[config.mk]
export PLATFORM = sky130hd
export DESIGN_NAME = source_tokenizer_core
export DESIGN_NICKNAME = d
export VERILOG_FILES = /design/src/rtl/stk_pkg.sv /design/src/rtl/source_tokenizer_core.sv /design/src/rtl/stk_front.sv /design/src/rtl/stk_queue.sv /design/src/rtl/stk_back.sv
export SDC_FILE = /design/constraint.sdc
export NUM_CORES = 1
export LEC_CHECK = 0
export BUFFER_PORTS_ARGS = -buffer_cell sky130_fd_sc_hd__buf_2
export CORE_ASPECT_RATIO = 1.25
export CORE_UTILIZATION = 32
export CTS_CLUSTER_SIZE = 28
export DETAILED_ROUTE_END_ITERATION = 8
export SETUP_SLACK_MARGIN = 0.15
export SYNTH_ARGS = -nofsm -noshare
export SYNTH_HDL_FRONTEND = slang
export SYNTH_SLANG_ARGS = --single-unit
[constraint.sdc]
create_clock -name aclk -period 12.8 [get_ports aclk]
set_input_delay 1.28 -clock aclk [delete_from_list [all_inputs] [get_ports aclk]]
set_output_delay 1.28 -clock aclk [all_outputs]
set_load 0.05 [all_outputs]
[src/rtl/stk_pkg.sv]
// Shared types, constants and helper functions of the source tokenizer.
// Used by every module under rtl/; depends on nothing.
package stk_pkg;

    // Internal counter widths
    localparam int OFFSET_BITS = 20;
    localparam int LINE_BITS   = 16;

    // Result field widths
    localparam int KIND_W  = 5;
    localparam int ERR_W   = 2;
    localparam int START_W = 20;
    localparam int LEN_W   = 20;
    localparam int LINE_W  = 16;

    localparam int OFF_EXT_W  = (OFFSET_BITS + 1 > START_W) ? OFFSET_BITS + 1 : START_W;
    localparam int LINE_EXT_W = (LINE_BITS > LINE_W) ? LINE_BITS : LINE_W;

    localparam logic [OFFSET_BITS-1:0] OFF_MAX  = '1;
    localparam logic [LINE_BITS-1:0]   LINE_MAX = '1;
    localparam logic [OFFSET_BITS:0]   OFF_ONE  = (OFFSET_BITS + 1)'(1);

    // Results per input item and the queue between front and back
    localparam int MAX_RESULTS = 3;
    localparam int RES_CNT_W   = $clog2(MAX_RESULTS + 1);
    localparam int TOK_IDX_W   = $clog2(MAX_RESULTS);
    localparam int QUEUE_DEPTH = 2;
    localparam int QPTR_W      = (QUEUE_DEPTH > 1) ? $clog2(QUEUE_DEPTH) : 1;
    localparam int QCNT_W      = $clog2(QUEUE_DEPTH + 1);

    // Input op codes
    localparam logic OP_BYTE = 1'b0;
    localparam logic OP_END  = 1'b1;

    // Token kinds
    localparam logic [KIND_W-1:0] K_LPAREN        = 5'd0;
    localparam logic [KIND_W-1:0] K_RPAREN        = 5'd1;
    localparam logic [KIND_W-1:0] K_LBRACE        = 5'd2;
    localparam logic [KIND_W-1:0] K_RBRACE        = 5'd3;
    localparam logic [KIND_W-1:0] K_COMMA         = 5'd4;
    localparam logic [KIND_W-1:0] K_DOT           = 5'd5;
    localparam logic [KIND_W-1:0] K_MINUS         = 5'd6;
    localparam logic [KIND_W-1:0] K_PLUS          = 5'd7;
    localparam logic [KIND_W-1:0] K_SEMICOLON     = 5'd8;
    localparam logic [KIND_W-1:0] K_STAR          = 5'd9;
    localparam logic [KIND_W-1:0] K_BANG          = 5'd10;
    localparam logic [KIND_W-1:0] K_EQUAL         = 5'd12;
    localparam logic [KIND_W-1:0] K_LESS          = 5'd14;
    localparam logic [KIND_W-1:0] K_GREATER       = 5'd16;
    localparam logic [KIND_W-1:0] K_SLASH         = 5'd18;
    localparam logic [KIND_W-1:0] K_STRING        = 5'd19;
    localparam logic [KIND_W-1:0] K_NUMBER        = 5'd20;
    localparam logic [KIND_W-1:0] K_IDENT         = 5'd21;
    localparam logic [KIND_W-1:0] K_EOF           = 5'd22;
    localparam logic [KIND_W-1:0] K_ERROR         = 5'd23;

    // Error codes
    localparam logic [ERR_W-1:0] ERR_NONE         = 2'd0;
    localparam logic [ERR_W-1:0] ERR_UNEXPECTED   = 2'd1;
    localparam logic [ERR_W-1:0] ERR_UNTERMINATED = 2'd2;

    // Characters
    localparam logic [7:0] CH_EQUAL   = 8'h3D;
    localparam logic [7:0] CH_SLASH   = 8'h2F;
    localparam logic [7:0] CH_NEWLINE = 8'h0A;
    localparam logic [7:0] CH_DOT     = 8'h2E;
    localparam logic [7:0] CH_UNDER   = 8'h5F;
    localparam logic [7:0] CH_QUOTE   = 8'h22;
    localparam logic [7:0] CH_BANG    = 8'h21;
    localparam logic [7:0] CH_LESS    = 8'h3C;
    localparam logic [7:0] CH_GREATER = 8'h3E;
    localparam logic [7:0] CH_SPACE   = 8'h20;
    localparam logic [7:0] CH_CR      = 8'h0D;
    localparam logic [7:0] CH_TAB     = 8'h09;

    typedef enum logic [3:0] {
        M_IDLE     = 4'd0,
        M_BANG     = 4'd1,
        M_EQUAL    = 4'd2,
        M_LESS     = 4'd3,
        M_GREATER  = 4'd4,
        M_SLASH    = 4'd5,
        M_COMMENT  = 4'd6,
        M_STRING   = 4'd7,
        M_NUMBER   = 4'd8,
        M_NUMDOT   = 4'd9,
        M_FRACTION = 4'd10,
        M_IDENT    = 4'd11
    } scan_mode_t;

    typedef struct packed {
        logic       op;
        logic [7:0] source_byte;
    } item_t;

    typedef struct packed {
        logic [KIND_W-1:0]  token_kind;
        logic [ERR_W-1:0]   error_code;
        logic [START_W-1:0] start_offset;
        logic [LEN_W-1:0]   lexeme_length;
        logic [LINE_W-1:0]  line_number;
        logic               last_of_run;
    } result_t;

    typedef struct packed {
        logic [KIND_W-1:0]  kind;
        logic [ERR_W-1:0]   err;
        logic [START_W-1:0] start;
        logic [LEN_W-1:0]   len;
    } tok_t;

    // All results of one input item; they share one line value
    typedef struct packed {
        logic [RES_CNT_W-1:0]         count;
        logic [LINE_W-1:0]            line_number;
        tok_t [MAX_RESULTS-1:0]       tok;
    } record_t;

    typedef struct packed {
        logic    push;
        record_t rec;
    } queue_wr_t;

    typedef struct packed {
        logic    valid;
        record_t head;
    } queue_rd_t;

    typedef struct packed {
        logic       hit;
        logic [KIND_W-1:0] kind;
    } punct_t;

    function automatic logic is_decimal(input logic [7:0] c);
        return (c >= 8'h30) && (c <= 8'h39);
    endfunction

    function automatic logic is_alnum(input logic [7:0] c);
        return is_decimal(c) || ((c >= 8'h61) && (c <= 8'h7A)) ||
               ((c >= 8'h41) && (c <= 8'h5A)) || (c == CH_UNDER);
    endfunction

    function automatic punct_t punct_lookup(input logic [7:0] c);
        punct_t r;
        r.hit  = 1'b1;
        r.kind = K_LPAREN;
        case (c)
            8'h28: r.kind = K_LPAREN;
            8'h29: r.kind = K_RPAREN;
            8'h7B: r.kind = K_LBRACE;
            8'h7D: r.kind = K_RBRACE;
            8'h2C: r.kind = K_COMMA;
            8'h2E: r.kind = K_DOT;
            8'h2D: r.kind = K_MINUS;
            8'h2B: r.kind = K_PLUS;
            8'h3B: r.kind = K_SEMICOLON;
            8'h2A: r.kind = K_STAR;
            default: r.hit = 1'b0;
        endcase
        return r;
    endfunction

    function automatic logic [KIND_W-1:0] pair_base(input scan_mode_t m);
        logic [KIND_W-1:0] k;
        case (m)
            M_BANG:    k = K_BANG;
            M_EQUAL:   k = K_EQUAL;
            M_LESS:    k = K_LESS;
            M_GREATER: k = K_GREATER;
            default:   k = K_BANG;
        endcase
        return k;
    endfunction

    function automatic logic [OFFSET_BITS:0] sat_sub(input logic [OFFSET_BITS:0] a,
                                                     input logic [OFFSET_BITS:0] b);
        return (a > b) ? a - b : '0;
    endfunction

    function automatic logic [START_W-1:0] fit_off(input logic [OFFSET_BITS:0] v);
        logic [OFF_EXT_W-1:0] x;
        x = OFF_EXT_W'(v);
        return x[START_W-1:0];
    endfunction

    function automatic logic [LINE_W-1:0] fit_line(input logic [LINE_BITS-1:0] v);
        logic [LINE_EXT_W-1:0] x;
        x = LINE_EXT_W'(v);
        return x[LINE_W-1:0];
    endfunction

    function automatic tok_t make_tok(input logic [KIND_W-1:0] kind,
                                      input logic [ERR_W-1:0] err,
                                      input logic [OFFSET_BITS:0] start,
                                      input logic [OFFSET_BITS:0] len);
        tok_t t;
        t.kind  = kind;
        t.err   = err;
        t.start = fit_off(start);
        t.len   = fit_off(len);
        return t;
    endfunction

    function automatic record_t append(input record_t r, input tok_t t);
        record_t o;
        o = r;
        o.tok[r.count[TOK_IDX_W-1:0]] = t;
        o.count = r.count + RES_CNT_W'(1);
        return o;
    endfunction

endpackage

[src/rtl/source_tokenizer_core.sv]
// Source tokenizer top level: scanner front, record queue and serializer.
// Depends on stk_pkg, stk_front, stk_queue and stk_back.
//
// Input channel s_*: one source byte per transaction (op = 0), or an end
// marker (op = 1) that flushes the pending lexeme and adds an end-of-file
// token. Result channel m_*: one token per transaction; last_of_run marks
// the final token caused by one input transaction.
// Tokens of an accepted byte are written into the registered record queue
// and presented from its head. A byte is scanned in the cycle it is accepted.
// Throughput: one input per cycle while m_ready is high and each input yields
// at most one token; an input that yields up to 3 tokens sends them one per
// result transaction. Inputs that yield nothing pass without touching the channel.
// A two-record queue parts the scanner from the serializer, so s_ready
// stays high while results wait; when m_ready is low the queue fills and
// s_ready drops once it holds two records.
// Reset: offset and token start return to 0, line to 1, the scan state to
// idle and the queue empties. After each end marker the scan state returns
// to that same point, so the next byte begins a new source.
module source_tokenizer_core (
    input  logic             aclk,
    input  logic             aresetn,
    input  logic             s_valid,
    output logic             s_ready,
    input  stk_pkg::item_t   s_data,
    output logic             m_valid,
    input  logic             m_ready,
    output stk_pkg::result_t m_data
);

    stk_pkg::queue_wr_t wr;
    stk_pkg::queue_rd_t rd;
    logic               full;
    logic               pop;
    logic               accept;

    assign s_ready = !full;
    assign accept  = s_valid && s_ready;

    stk_front u_front (
        .aclk    (aclk),
        .aresetn (aresetn),
        .accept  (accept),
        .item    (s_data),
        .wr      (wr)
    );

    stk_queue u_queue (
        .aclk    (aclk),
        .aresetn (aresetn),
        .wr      (wr),
        .pop     (pop),
        .full    (full),
        .rd      (rd)
    );

    stk_back u_back (
        .aclk    (aclk),
        .aresetn (aresetn),
        .rd      (rd),
        .pop     (pop),
        .m_valid (m_valid),
        .m_ready (m_ready),
        .m_data  (m_data)
    );

endmodule

[src/rtl/stk_front.sv]
// Scanner front end: accepts source bytes, runs the scan state machine and
// packs the tokens of each byte into one record. Depends on stk_pkg.
module stk_front (
    input  logic               aclk,
    input  logic               aresetn,
    input  logic               accept,
    input  stk_pkg::item_t     item,
    output stk_pkg::queue_wr_t wr
);

    stk_pkg::scan_mode_t                mode_reg, mode_next;
    logic [stk_pkg::OFFSET_BITS-1:0]    off_reg, off_next;
    logic [stk_pkg::OFFSET_BITS-1:0]    ts_reg, ts_next;
    logic [stk_pkg::LINE_BITS-1:0]      line_reg, line_next;

    stk_pkg::record_t                   rec;
    stk_pkg::punct_t                    pk;
    logic                               consumed;
    logic [7:0]                         b;
    logic [stk_pkg::OFFSET_BITS:0]      p_ext, p1_ext, pm1_ext, ts_ext;
    logic [stk_pkg::LINE_BITS-1:0]      line_inc;

    always_ff @(posedge aclk) begin
        if (!aresetn) begin
            mode_reg <= stk_pkg::M_IDLE;
            off_reg  <= '0;
            ts_reg   <= '0;
            line_reg <= stk_pkg::LINE_BITS'(1);
        end else if (accept) begin
            mode_reg <= mode_next;
            off_reg  <= off_next;
            ts_reg   <= ts_next;
            line_reg <= line_next;
        end
    end

    always_comb begin
        b        = item.source_byte;
        p_ext    = {1'b0, off_reg};
        ts_ext   = {1'b0, ts_reg};
        p1_ext   = p_ext + stk_pkg::OFF_ONE;
        pm1_ext  = stk_pkg::sat_sub(p_ext, stk_pkg::OFF_ONE);
        line_inc = (line_reg == stk_pkg::LINE_MAX) ? line_reg
                                                   : line_reg + stk_pkg::LINE_BITS'(1);
        pk       = stk_pkg::punct_lookup(b);

        rec             = '0;
        rec.line_number = stk_pkg::fit_line(line_reg);
        consumed        = 1'b0;
        mode_next       = mode_reg;
        off_next        = off_reg;
        ts_next         = ts_reg;
        line_next       = line_reg;

        if (item.op == stk_pkg::OP_END) begin
            // Flush the pending lexeme, then close the source
            case (mode_reg)
                stk_pkg::M_BANG, stk_pkg::M_EQUAL, stk_pkg::M_LESS,
                stk_pkg::M_GREATER: begin
                    rec = stk_pkg::append(rec, stk_pkg::make_tok(
                        stk_pkg::pair_base(mode_reg), stk_pkg::ERR_NONE, ts_ext,
                        stk_pkg::sat_sub(p_ext, ts_ext)));
                end
                stk_pkg::M_SLASH: begin
                    rec = stk_pkg::append(rec, stk_pkg::make_tok(
                        stk_pkg::K_SLASH, stk_pkg::ERR_NONE, ts_ext,
                        stk_pkg::sat_sub(p_ext, ts_ext)));
                end
                stk_pkg::M_STRING: begin
                    rec = stk_pkg::append(rec, stk_pkg::make_tok(
                        stk_pkg::K_ERROR, stk_pkg::ERR_UNTERMINATED, ts_ext,
                        stk_pkg::sat_sub(p_ext, ts_ext)));
                end
                stk_pkg::M_NUMBER, stk_pkg::M_FRACTION: begin
                    rec = stk_pkg::append(rec, stk_pkg::make_tok(
                        stk_pkg::K_NUMBER, stk_pkg::ERR_NONE, ts_ext,
                        stk_pkg::sat_sub(p_ext, ts_ext)));
                end
                stk_pkg::M_NUMDOT: begin
                    rec = stk_pkg::append(rec, stk_pkg::make_tok(
                        stk_pkg::K_NUMBER, stk_pkg::ERR_NONE, ts_ext,
                        stk_pkg::sat_sub(pm1_ext, ts_ext)));
                    rec = stk_pkg::append(rec, stk_pkg::make_tok(
                        stk_pkg::K_DOT, stk_pkg::ERR_NONE, pm1_ext, stk_pkg::OFF_ONE));
                end
                stk_pkg::M_IDENT: begin
                    rec = stk_pkg::append(rec, stk_pkg::make_tok(
                        stk_pkg::K_IDENT, stk_pkg::ERR_NONE, ts_ext,
                        stk_pkg::sat_sub(p_ext, ts_ext)));
                end
                default: ;
            endcase
            rec = stk_pkg::append(rec, stk_pkg::make_tok(
                stk_pkg::K_EOF, stk_pkg::ERR_NONE, p_ext, '0));
            mode_next = stk_pkg::M_IDLE;
            off_next  = '0;
            ts_next   = '0;
            line_next = stk_pkg::LINE_BITS'(1);
        end else begin
            // Continue the pending lexeme
            case (mode_reg)
                stk_pkg::M_BANG, stk_pkg::M_EQUAL, stk_pkg::M_LESS,
                stk_pkg::M_GREATER: begin
                    mode_next = stk_pkg::M_IDLE;
                    if (b == stk_pkg::CH_EQUAL) begin
                        consumed = 1'b1;
                        rec = stk_pkg::append(rec, stk_pkg::make_tok(
                            stk_pkg::pair_base(mode_reg) + stk_pkg::KIND_W'(1),
                            stk_pkg::ERR_NONE, ts_ext, stk_pkg::sat_sub(p1_ext, ts_ext)));
                    end else begin
                        rec = stk_pkg::append(rec, stk_pkg::make_tok(
                            stk_pkg::pair_base(mode_reg), stk_pkg::ERR_NONE, ts_ext,
                            stk_pkg::sat_sub(p_ext, ts_ext)));
                    end
                end
                stk_pkg::M_SLASH: begin
                    if (b == stk_pkg::CH_SLASH) begin
                        consumed  = 1'b1;
                        mode_next = stk_pkg::M_COMMENT;
                    end else begin
                        mode_next = stk_pkg::M_IDLE;
                        rec = stk_pkg::append(rec, stk_pkg::make_tok(
                            stk_pkg::K_SLASH, stk_pkg::ERR_NONE, ts_ext,
                            stk_pkg::sat_sub(p_ext, ts_ext)));
                    end
                end
                stk_pkg::M_COMMENT: begin
                    // Leave the newline for the idle path so it counts as a line break
                    if (b == stk_pkg::CH_NEWLINE) begin
                        mode_next = stk_pkg::M_IDLE;
                    end else begin
                        consumed = 1'b1;
                    end
                end
                stk_pkg::M_STRING: begin
                    consumed = 1'b1;
                    if (b == stk_pkg::CH_QUOTE) begin
                        mode_next = stk_pkg::M_IDLE;
                        rec = stk_pkg::append(rec, stk_pkg::make_tok(
                            stk_pkg::K_STRING, stk_pkg::ERR_NONE, ts_ext,
                            stk_pkg::sat_sub(p1_ext, ts_ext)));
                    end else if (b == stk_pkg::CH_NEWLINE) begin
                        line_next = line_inc;
                    end
                end
                stk_pkg::M_NUMBER: begin
                    if (stk_pkg::is_decimal(b)) begin
                        consumed = 1'b1;
                    end else if (b == stk_pkg::CH_DOT) begin
                        consumed  = 1'b1;
                        mode_next = stk_pkg::M_NUMDOT;
                    end else begin
                        mode_next = stk_pkg::M_IDLE;
                        rec = stk_pkg::append(rec, stk_pkg::make_tok(
                            stk_pkg::K_NUMBER, stk_pkg::ERR_NONE, ts_ext,
                            stk_pkg::sat_sub(p_ext, ts_ext)));
                    end
                end
                stk_pkg::M_NUMDOT: begin
                    if (stk_pkg::is_decimal(b)) begin
                        consumed  = 1'b1;
                        mode_next = stk_pkg::M_FRACTION;
                    end else begin
                        // Release the held dot as a token of its own
                        mode_next = stk_pkg::M_IDLE;
                        rec = stk_pkg::append(rec, stk_pkg::make_tok(
                            stk_pkg::K_NUMBER, stk_pkg::ERR_NONE, ts_ext,
                            stk_pkg::sat_sub(pm1_ext, ts_ext)));
                        rec = stk_pkg::append(rec, stk_pkg::make_tok(
                            stk_pkg::K_DOT, stk_pkg::ERR_NONE, pm1_ext, stk_pkg::OFF_ONE));
                    end
                end
                stk_pkg::M_FRACTION: begin
                    if (stk_pkg::is_decimal(b)) begin
                        consumed = 1'b1;
                    end else begin
                        mode_next = stk_pkg::M_IDLE;
                        rec = stk_pkg::append(rec, stk_pkg::make_tok(
                            stk_pkg::K_NUMBER, stk_pkg::ERR_NONE, ts_ext,
                            stk_pkg::sat_sub(p_ext, ts_ext)));
                    end
                end
                stk_pkg::M_IDENT: begin
                    if (stk_pkg::is_alnum(b)) begin
                        consumed = 1'b1;
                    end else begin
                        mode_next = stk_pkg::M_IDLE;
                        rec = stk_pkg::append(rec, stk_pkg::make_tok(
                            stk_pkg::K_IDENT, stk_pkg::ERR_NONE, ts_ext,
                            stk_pkg::sat_sub(p_ext, ts_ext)));
                    end
                end
                default: begin
                    mode_next = stk_pkg::M_IDLE;
                end
            endcase

            // Start a new lexeme with this byte
            if (!consumed) begin
                ts_next   = off_reg;
                mode_next = stk_pkg::M_IDLE;
                if (pk.hit) begin
                    rec = stk_pkg::append(rec, stk_pkg::make_tok(
                        pk.kind, stk_pkg::ERR_NONE, p_ext, stk_pkg::OFF_ONE));
                end else begin
                    case (b)
                        stk_pkg::CH_BANG:    mode_next = stk_pkg::M_BANG;
                        stk_pkg::CH_EQUAL:   mode_next = stk_pkg::M_EQUAL;
                        stk_pkg::CH_LESS:    mode_next = stk_pkg::M_LESS;
                        stk_pkg::CH_GREATER: mode_next = stk_pkg::M_GREATER;
                        stk_pkg::CH_SLASH:   mode_next = stk_pkg::M_SLASH;
                        stk_pkg::CH_SPACE, stk_pkg::CH_CR, stk_pkg::CH_TAB: ;
                        stk_pkg::CH_NEWLINE: line_next = line_inc;
                        stk_pkg::CH_QUOTE:   mode_next = stk_pkg::M_STRING;
                        default: begin
                            if (stk_pkg::is_decimal(b)) begin
                                mode_next = stk_pkg::M_NUMBER;
                            end else if (stk_pkg::is_alnum(b)) begin
                                mode_next = stk_pkg::M_IDENT;
                            end else begin
                                rec = stk_pkg::append(rec, stk_pkg::make_tok(
                                    stk_pkg::K_ERROR, stk_pkg::ERR_UNEXPECTED, p_ext,
                                    stk_pkg::OFF_ONE));
                            end
                        end
                    endcase
                end
            end

            off_next = (off_reg == stk_pkg::OFF_MAX) ? off_reg
                                                     : off_reg + stk_pkg::OFFSET_BITS'(1);
        end

        wr.push = accept && (rec.count != '0);
        wr.rec  = rec;
    end

    // The token start never runs ahead of the current offset
    a_start_behind: assert property (@(posedge aclk) disable iff (!aresetn)
        ts_reg <= off_reg)
        else $error("token start ahead of current offset");

endmodule

[src/rtl/stk_queue.sv]
// Short record queue between the scanner front and the token serializer.
// Register storage, one write and one read port. Depends on stk_pkg.
module stk_queue (
    input  logic               aclk,
    input  logic               aresetn,
    input  stk_pkg::queue_wr_t wr,
    input  logic               pop,
    output logic               full,
    output stk_pkg::queue_rd_t rd
);

    stk_pkg::record_t               mem_reg [stk_pkg::QUEUE_DEPTH];
    logic [stk_pkg::QPTR_W-1:0]     wr_ptr_reg, wr_ptr_next;
    logic [stk_pkg::QPTR_W-1:0]     rd_ptr_reg, rd_ptr_next;
    logic [stk_pkg::QCNT_W-1:0]     count_reg, count_next;
    logic                           do_push, do_pop;

    always_comb begin
        full     = (count_reg == stk_pkg::QCNT_W'(stk_pkg::QUEUE_DEPTH));
        rd.valid = (count_reg != '0);
        rd.head  = mem_reg[rd_ptr_reg];
        do_push  = wr.push && !full;
        do_pop   = pop && rd.valid;

        wr_ptr_next = wr_ptr_reg;
        rd_ptr_next = rd_ptr_reg;
        if (do_push) begin
            wr_ptr_next = (wr_ptr_reg == stk_pkg::QPTR_W'(stk_pkg::QUEUE_DEPTH - 1)) ? '0
                          : wr_ptr_reg + stk_pkg::QPTR_W'(1);
        end
        if (do_pop) begin
            rd_ptr_next = (rd_ptr_reg == stk_pkg::QPTR_W'(stk_pkg::QUEUE_DEPTH - 1)) ? '0
                          : rd_ptr_reg + stk_pkg::QPTR_W'(1);
        end
        count_next = count_reg + stk_pkg::QCNT_W'(do_push) - stk_pkg::QCNT_W'(do_pop);
    end

    always_ff @(posedge aclk) begin
        if (!aresetn) begin
            wr_ptr_reg <= '0;
            rd_ptr_reg <= '0;
            count_reg  <= '0;
        end else begin
            wr_ptr_reg <= wr_ptr_next;
            rd_ptr_reg <= rd_ptr_next;
            count_reg  <= count_next;
        end
    end

    always_ff @(posedge aclk) begin
        if (do_push) begin
            mem_reg[wr_ptr_reg] <= wr.rec;
        end
    end

    a_no_overflow: assert property (@(posedge aclk) disable iff (!aresetn)
        wr.push |-> !full)
        else $error("record pushed into a full queue");

    a_count_range: assert property (@(posedge aclk) disable iff (!aresetn)
        count_reg <= stk_pkg::QCNT_W'(stk_pkg::QUEUE_DEPTH))
        else $error("queue count out of range");

    a_head_nonempty: assert property (@(posedge aclk) disable iff (!aresetn)
        rd.valid |-> (rd.head.count != '0))
        else $error("queued record holds no tokens");

endmodule

[src/rtl/stk_back.sv]
// Token serializer: walks the tokens of the queue head one per cycle while
// m_ready is high and presents them on the result channel. Depends on stk_pkg.
module stk_back (
    input  logic               aclk,
    input  logic               aresetn,
    input  stk_pkg::queue_rd_t rd,
    output logic               pop,
    output logic               m_valid,
    input  logic               m_ready,
    output stk_pkg::result_t   m_data
);

    logic [stk_pkg::TOK_IDX_W-1:0] idx_reg, idx_next;
    stk_pkg::tok_t                 cur;
    logic                          last;

    always_comb begin
        cur     = rd.head.tok[idx_reg];
        last    = (stk_pkg::RES_CNT_W'(idx_reg) + stk_pkg::RES_CNT_W'(1)) == rd.head.count;
        m_valid = rd.valid;

        m_data.token_kind    = cur.kind;
        m_data.error_code    = cur.err;
        m_data.start_offset  = cur.start;
        m_data.lexeme_length = cur.len;
        m_data.line_number   = rd.head.line_number;
        m_data.last_of_run   = last;

        // Advance within the record; drop it after its last token
        pop      = m_valid && m_ready && last;
        idx_next = idx_reg;
        if (m_valid && m_ready) begin
            idx_next = last ? '0 : idx_reg + stk_pkg::TOK_IDX_W'(1);
        end
    end

    always_ff @(posedge aclk) begin
        if (!aresetn) begin
            idx_reg <= '0;
        end else begin
            idx_reg <= idx_next;
        end
    end

    a_idx_in_record: assert property (@(posedge aclk) disable iff (!aresetn)
        rd.valid |-> (stk_pkg::RES_CNT_W'(idx_reg) < rd.head.count))
        else $error("token index beyond queued record");

endmodule
==> results.yml <==
global_routing:
  grt_first_pass_wirelength_mm: 94.45
  antenna_found_initial: 1
  grt_start_max_net_pins: 69
  first_global_vias: 15140
  track_usage_pct: 19.97
  grt_overflow: 0
placed_design:
  dpl_worst_slack_ps: 6332
  place_congestion: 0.9504
  place.detailed.hpwl_mm: 45.58
  numPortBuffers: 78
worst_hold_path:
  hp-class: "flop to flop"
critical_path:
  crit_fanout: 66
  r2r_setup_slack_ps: 7020
  arrival_ps: 6050
  start_kind: "input pin"
  critPathKind: "input pin to flop"
  end_kind: "flop"
  required_ps: 12990
synthesis:
  synth_edf_count: 238
  syn_inst: 1905
  ys_async_sr_fraction_pct: 0
  synth-xor-area-share_pct: 4.150
  synthSimpleGateAreaFrac_pct: 15.94
  synth_compound_area_share_pct: 19.15
  synth_top_family_by_area: "compound AO/OA/AOI/OAI gates"
  ys_warn_count: 0
  synth.mux.area_fraction_pct: 7.036
  syn_area_mm2: 0.01921
  avgSynthCellArea_um2: 10.08
  synthAdderAreaFrac_pct: 5.134
  synth.distinct_cells: 97
  synthesis.nets: 1995
  ys_seq_area_share_pct: 44.20
  synth_top_cell_by_area: "edfxtp_1"
  netlist.area_leader.share_pct: 37.21
  synth_seq_cells: 305
  synth_area_leaders: "edfxtp_1, dfxtp_1, ha_1, nor2_1, mux4_2"
  synthFlopType: "edfxtp_1"
flow_run:
  maxCapViolCount: 0
sta:
  slew_headroom_pct: 25.16
  fin_ws_ps: 6940
  fin_crit_sh_pct: 45.78
  rsz0062_at_grt: "false"
  min_period_ps: 5860
  setup_viol: 0
  max_freq_mhz: 170.7
  fin_worst_skew_ps: 16.88
  tns_ps: 0
  hold_viol: 0
  worstMarginPinSlew_ps: 1123
  slew_violations: 0
power_and_ir_drop:
  leakage_nw: 7.636
  peakVddDrop_mv: 0.06852
  power.density_mw_per_mm2: 143.1
  total_power_mw: 3.044
layout:
  area_growth_pct: 10.73
  final_nets: 2016
  multi_input_area_mm2: 0.009912
  final_layout_size_suffix_gt1_share_pct: 13.29
  fill_cells: 5841
  layout_common_cells: "edfxtp_1, nor2_1, nand2_1"
  regArea_mm2: 0.008492
  final_common_cell: "edfxtp_1"
  largest_reg_flops: 238
cts:
  clk_latency_ps: 570
  clock_sinks: 305
  cts-resized-gates: 0
  ctsHoldBuffers: 0
  post_cts_buffers: 0
  tritoncts: "built"
  htreeDepth: 1
  path_clk_slew_ps: 60
  numCtsBuffers: 29
  clockBufferDepth: 3
  clockRootBuffer: "clkbuf_16"
detailed_routing:
  wl_per_cell_um: 23.00
  vias: 15720
  drt-total-wl_mm: 62.44
  ant_nets: 0
  firstDrtPassIters: 5
  drc: 0
  first_iter_violations: 1359
  vias_per_cell: 5.790
die:
  floorplan.die.width_um: 221.1
  core_area_mm2: 0.05943
  dieArea_mm2: 0.06101
  initial_core_util_pct: 32.32
  row_count: 100
  ioPinCount: 79
  fp.dieH_um: 275.9
run_status:
  status: "complete, no violations"
==> Yosys cell counts, drive strengths merged (8+ instances only) <==
library cell  number
and3              16
o221ai             8
o211ai            17
xor2              46
mux2i             54
o22ai             35
and2              23
xnor2             45
nor4              13
mux4              27
a21oi             95
a211oi            16
a22oi             51
a221oi            44
o31ai             10
edfxtp           238
nand3b            10
buf               42
inv               85
mux2              18
nor2b             40
or3               17
nor2             212
o21a              10
nand4             19
nand2b            13
a31oi             10
ha                74
clkbuf            79
nor3              55
dfxtp             67
a21o              22
nand2            102
or2                8
o21ai            106
nand3             56
==> where the power goes <==
part | switching, mW | leakage [nW] | total (mW) | internal, mW
clock | 0.382 | 0.455 | 0.867 | 0.486
sequential | 0.0360 | 2.77 | 1.21 | 1.17
combinational | 0.692 | 4.41 | 0.967 | 0.275
==> layer usage <==
layer,up-vias,wire (µm),track usage [%]
met4,0,2327,7.471
met3,123,3469,2.207
li1,7251,-,-
met1,7800,25310,24.57
met2,547,31330,35.97
met5,-,0,0
==> metrics by stage <==
stage / area (µm²) / std cells / hold WS [ps] / util [%]
after floorplan: 19210 / 1905 / 451.4 / -
after global placement: 20320 / 2660 / 480.3 / 34.19
after detailed placement: 20320 / 2660 / 498.7 / 34.19
after CTS: 21260 / 2714 / 509.4 / 35.78
after global routing: 21260 / 2714 / 531.7 / 35.78
final: 21270 / 2715 / 507.6 / 35.78
==> critical path: stages <==
cell and delay [ps]:
buf_2 180, or4b_1 600, nor3_1 220, o31a_1 190, and4_1 550, ha_1 200
inv_1 40, a2111o_1 330, nor4_1 260, a21oi_1 170, a41oi_2 300, nor2b_4 200
buf_4 630, buf_4 800
==> path summary, 6_finish.rpt <==
| check | startpoint | end | depth (start not counted) |
|---|---|---|---|
| max | s_data[4] | u_queue.mem_reg[0][121]$_DFFE_PP_ | 14 |
| min | u_queue.rd_ptr_reg$_SDFFE_PN0P_ | flop | 2 |
| max reg2reg | u_front.mode_reg[1]$_SDFFE_PN0P_ | u_queue.mem_reg[0][121]$_DFFE_PP_ | 13 |
| min reg2reg | u_queue.rd_ptr_reg$_SDFFE_PN0P_ | flop | 2 |
==> kinds of logic after synthesis <==
kind of cell               count (synthesis)
AOI/OAI and AO/OA                        511
DFF                                      305
and+or+nand+nor                          615
xor gates and xnor gates                  91
adders and majority gates                 77
buffers and inverters                    207
muxes                                     99
==> layout make-up <==
type	instances	share of cell area [%]
multi-input combinational	1393	46.61
sequential	305	39.93
tap	765	4.501
clock buffer	36	3.583
timing repair buffer	111	3.001
inverter	86	1.518
clock inverter	18	0.8472
antenna	1	0.01177
No activity file was read; power rests on OpenSTA's default activity.
